<file path="src/grid_dda_column_raycaster_assert.svh">
// assertion macros shared by the raycaster rtl
`ifndef GRID_DDA_COLUMN_RAYCASTER_ASSERT_SVH
`define GRID_DDA_COLUMN_RAYCASTER_ASSERT_SVH

// same-cycle implication, clocked on clk, off during rst
`define GDDR_AST_NOW(label, ante, cons, msg) \
  label: assert property (@(posedge clk) disable iff (rst) (ante) |-> (cons)) \
    else $error(msg);

// next-cycle implication
`define GDDR_AST_NEXT(label, ante, cons, msg) \
  label: assert property (@(posedge clk) disable iff (rst) (ante) |=> (cons)) \
    else $error(msg);

`endif

</file>
<file path="src/gddr_pkg.sv">
// shared constants, types and the wall palette of the raycaster
package gddr_pkg;

  localparam int SCREEN_W_DEF  = 320;
  localparam int SCREEN_H_DEF  = 240;
  localparam int MAP_SIDE_DEF  = 32;
  localparam int MAX_STEPS_DEF = 64;

  localparam int DIV_NUM_W = 32;

  localparam logic [21:0] DIST_MAX  = 22'h3FFFFF;
  localparam logic [40:0] DELTA_INF = 41'h100_0000_0000;
  localparam logic [31:0] INV_NUM   = 32'h4000_0000;

  localparam logic [20:0] POS_RST   = 21'd98304;
  localparam logic [15:0] DIR_X_RST = 16'hC000;
  localparam logic [15:0] DIR_Y_RST = 16'h0000;
  localparam logic [15:0] PLN_X_RST = 16'h0000;
  localparam logic [15:0] PLN_Y_RST = 16'd10813;

  typedef enum logic [2:0] {
    CFG_POS_X   = 3'd0,
    CFG_POS_Y   = 3'd1,
    CFG_DIR_X   = 3'd2,
    CFG_DIR_Y   = 3'd3,
    CFG_PLANE_X = 3'd4,
    CFG_PLANE_Y = 3'd5
  } cfg_idx_t;

  typedef enum logic [7:0] {
    WALL_RED   = 8'd1,
    WALL_GREEN = 8'd2,
    WALL_BLUE  = 8'd3,
    WALL_WHITE = 8'd4
  } wall_code_t;

  // {red, green, blue}
  function automatic logic [23:0] wall_rgb(input logic [7:0] code);
    logic [23:0] rgb;
    case (code)
      WALL_RED:   rgb = 24'hFF0000;
      WALL_GREEN: rgb = 24'h00FF00;
      WALL_BLUE:  rgb = 24'h0000FF;
      WALL_WHITE: rgb = 24'hFFFFFF;
      default:    rgb = 24'hFFFF00;
    endcase
    return rgb;
  endfunction

endpackage

</file>
<file path="src/gddr_div.sv">
// restoring divider, one quotient bit per cycle
module gddr_div #(
  parameter int NUM_W = gddr_pkg::DIV_NUM_W,
  parameter int DEN_W = 48
) (
  input  logic             clk,
  input  logic             rst,
  input  logic             start,
  input  logic [NUM_W-1:0] num,
  input  logic [DEN_W-1:0] den,
  output logic             done,
  output logic [NUM_W-1:0] quot
);
  localparam int CNT_W = $clog2(NUM_W + 1);

  logic [CNT_W-1:0] cnt;
  logic [DEN_W-1:0] den_q;
  logic [DEN_W-1:0] rem;
  logic [DEN_W:0]   trial;
  logic             ge;

  assign trial = {rem, quot[NUM_W-1]};
  assign ge    = trial >= {1'b0, den_q};

  always_ff @(posedge clk) begin
    if (rst) begin
      cnt  <= '0;
      done <= 1'b0;
    end else begin
      done <= 1'b0;
      if (start) begin
        cnt   <= CNT_W'(NUM_W);
        rem   <= '0;
        quot  <= num;
        den_q <= den;
      end else if (cnt != '0) begin
        rem  <= ge ? DEN_W'(trial - {1'b0, den_q}) : trial[DEN_W-1:0];
        quot <= {quot[NUM_W-2:0], ge};
        cnt  <= cnt - 1'b1;
        if (cnt == CNT_W'(1)) begin
          done <= 1'b1;
        end
      end
    end
  end
endmodule

</file>
<file path="config.mk">
export PLATFORM = sky130hd
export DESIGN_NAME = gddr_div
export DESIGN_NICKNAME = d
export VERILOG_FILES = /design/src/grid_dda_column_raycaster_assert.svh /design/src/gddr_pkg.sv /design/src/gddr_div.sv
export SDC_FILE = /design/constraint.sdc
export NUM_CORES = 1
export LEC_CHECK = 0
export BUFFER_PORTS_ARGS = -buffer_cell sky130_fd_sc_hd__buf_2
export CORE_MARGIN = 2
export CORE_UTILIZATION = 63
export DETAILED_ROUTE_END_ITERATION = 10
export GPL_TIMING_DRIVEN = 1
export PLACE_DENSITY_LB_ADDON = 0.25
export RECOVER_POWER = 25
export SETUP_SLACK_MARGIN = 0.05
export SLEW_MARGIN = 20
export SYNTH_ARGS = -nofsm -noshare
export SYNTH_HDL_FRONTEND = slang
export SYNTH_SLANG_ARGS = --single-unit
</file>
<file path="constraint.sdc">
create_clock -name clk -period 12 [get_ports clk]
set_clock_uncertainty 0.15 [all_clocks]
set_input_delay 0.6 -clock clk [delete_from_list [all_inputs] [get_ports clk]]
set_output_delay 0.6 -clock clk [all_outputs]
set_load 0.05 [all_outputs]
</file>
==> metrics <==
die height 119 um; number of global-route vias before repair 6413; Synth Area in Compound Gates 16.5%; post-synthesis mux area share 7.50%; GRT Overall Usage 28.0%; GPL Wtd Cong 0.979; r2r endpoint rem[27]; area fraction of the dominant cell type after synthesis 45.8%; post_cts resized 0; # IOs 116; Final Net Count 1031; critical path class primary input to flip-flop; worst vdd ir 0.149 mV; Critical Path End Type flip-flop; Clock power frac 25.0%; DRC viols 0; ant diodes 0; post-CTS setup buffers 0; Worst EP arrival 6.24 ns; Rows 42; number of buffers created by CTS 17; WP buf/inv 4; post-DP HPWL 13600 um; Distinct cells, synth 75; Area contributors post-synth edfxtp_1, ha_1, mux2_2, a21oi_1, mux2i_1; Slew Limit Headroom -148%; fmax 0.157 GHz; Die W 119 um; Seq cells post-synth 135; pre-CTS worst setup slack 8.10 ns; hold depth 1; Starting Density 63.9%; most frequent cells after synthesis edfxtp_1, nor2_1, inv_1, a21oi_1, nand2_1; reg-to-reg slack, setup 7.96 ns; ANT nets after route 0; initial antenna violation count 0; yosys warns 0; status complete, but fails checks; Max-Cap Viols 1; Via density 6.14; Finish-stage setup viols 0; EDFF count, synth 128; Post-Route Setup TNS 0 ns; syn nets 922; H-tree depth 4; Reg2Reg Depth 11; sw frac 38.3%; critical path's top delay family buffers and inverters; drt pass-1 iters 6; worst skew pair latency 0.43 ns; Cell Area, Synth 0.00839 mm2; Slowest cell on crit path clkbuf_1; min cycle time layout 6.35 ns; critical path, cell by cell buf_2, clkbuf_1, clkinv_1, a31oi_4, buf_4; clock slew at reported path FFs 0.06 ns; Critical Path RT 11.89 ns; Core Box Area 0.0131 mm2; Final Hold Vio Count 0; Port-buffer cells 115; DRT Wirelength 19500 um; worst setup margin 5.65 ns; full die area 0.0143 mm2; final core occ 73.6%; top cell type by total area after synthesis edfxtp_1; sw power 0.785 mW; asr flop ratio synth 0%; max-slew violations 75; first-pass GRT wire length 31300 um; Seq pwr share 32.9%; Worst Tran Pin Value 3.72 ns; failing checks capacitance limit, slew limit; period utilization 52.9%; layout cell share with drive strength beyond 1 22.3%; Reg-to-Reg Start rem[33]; # fillers 971; syn avg cell area 10.6 um2; largest net degree at the start of global routing 81; GRT Residual Overflow 0; Power Density 212 mW/mm2; # hold bufs at CTS 0; Worst Hold Path EP den_q[26]; Seq/Total Area, Yosys 47.5%; Cells after Synth 788; P&R area growth vs syn 15.3%; Clock Tree Root clkbuf_16; CTS max path bufs 2; xor/xnor share of the synthesized area 4.49%; CP peak stage delay 2.60 ns; largest family of logic cells by synthesized area compound AO/OA/AOI/OAI gates; Worst Hold Class primary input to flip-flop; crit-path max FO 80; P_int 1.27 mW; Lkg Pwr 4.06 nW; post-synthesis adder-cell area fraction 7.69%; DR WL/cell 18.0 um; Synth Area in Simple Gates 11.8%; Hold Crit Start den[26]; Top FF cell, synth edfxtp_1; Iter 0 DRT Violations 546; CTS tree yes; vias 6666; crit path launch type primary input; most common cell in the netlist edfxtp_1; logic gate share of total power 42.1%; RSZ-0062 raised after global routing false; CTS Sinks 135
==> area by class of cell <==
cell class              count  area (um2)  share of cell area, %
inverters                  65         244                   2.52
clock inverters            14         149                   1.54
flip-flops and latches    135        3980                   41.2
repair buffers            119         599                   6.19
multi-input cells         559        4050                   41.9
well taps                 176         220                   2.28
clock buffers              18         429                   4.44
==> flip-flops by register name, indices dropped and copies added (netlist names) <==
register / flops
den_q: 48
rem: 48
quot: 32
cnt: 6
done: 1
==> power by group through the flow <==
stage               clock [mW]  combinational [mW]  sequential [mW]
floorplan                    0               0.614            0.728
global placement             0               0.812            0.674
detailed placement           0               0.838            0.680
CTS                      0.519               0.851            0.673
global route             0.539               0.941            0.682
finish                   0.513               0.864            0.674
==> cells in the final DEF (no fill, tap or decap), types with 9 or more instances in the layout <==
cell | synthesis | routed
nand2_1 | 56 | 56
buf_2 | 7 | 113
o21ai_0 | 35 | 34
xnor2_1 | 31 | 31
a21oi_1 | 58 | 58
a21o_1 | 29 | 29
nor2_1 | 65 | 64
inv_1 | 63 | 63
mux2_2 | 31 | 31
nand4_1 | 15 | 15
o21a_1 | 9 | 9
clkbuf_16 | 0 | 17
xor2_1 | 12 | 12
nor3_1 | 10 | 9
edfxtp_1 | 128 | 128
nand3_1 | 12 | 12
mux2i_1 | 28 | 28
ha_1 | 50 | 50
==> worst reg2reg max path, stage by stage, from the launching register on <==
cell      delay, ns
edfxtp_1       0.40
ha_1           0.37
a21o_1         0.22
a21o_1         0.19
a211oi_1       0.39
a21oi_1        0.13
o21ai_0        0.18
a21oi_1        0.14
nor2_4         0.64
buf_4          0.49
mux2i_1        0.28
nor2_1         0.06
==> worst max path at each step <==
stage          startpoint   endpoint  cells past startpoint
2_1_floorplan       start    quot[0]                      2
3_3_place_gp       rem[3]    rem[28]                     11
3_5_place_dp      rem[27]    rem[27]                     11
4_1_cts           rem[27]    rem[27]                     11
5_1_grt             start  den_q[29]                      5
6_report            start    rem[14]                      5
==> kinds of logic after synthesis <==
logic type | Yosys count
AOI/OAI and AO/OA | 202
xor gates and xnor gates | 43
muxes | 59
DFF | 135
and+or+nand+nor | 204
adders and majority gates | 51
buffers and inverters | 94
==> layer usage <==
metal	GRT usage (%)	share of wire, %
met1	36.4	42
met2	46.5	49
met3	6.61	7.4
met4	9.19	2.1
met5	0	0
==> metrics by stage <==
stage | instance area (um2) | hold slack (ns) | power, mW | std cells
3_5_place_dp | 9100 | 0.377 | 1.52 | 1054
3_3_place_gp | 9100 | 0.354 | 1.49 | 1054
6_report | 9680 | 0.194 | 2.05 | 1086
5_1_grt | 9680 | 0.177 | 2.16 | 1086
2_1_floorplan | 8390 | 0.337 | 1.34 | 788
4_1_cts | 9680 | 0.185 | 2.04 | 1086
Power figures use the tool's default switching activity.
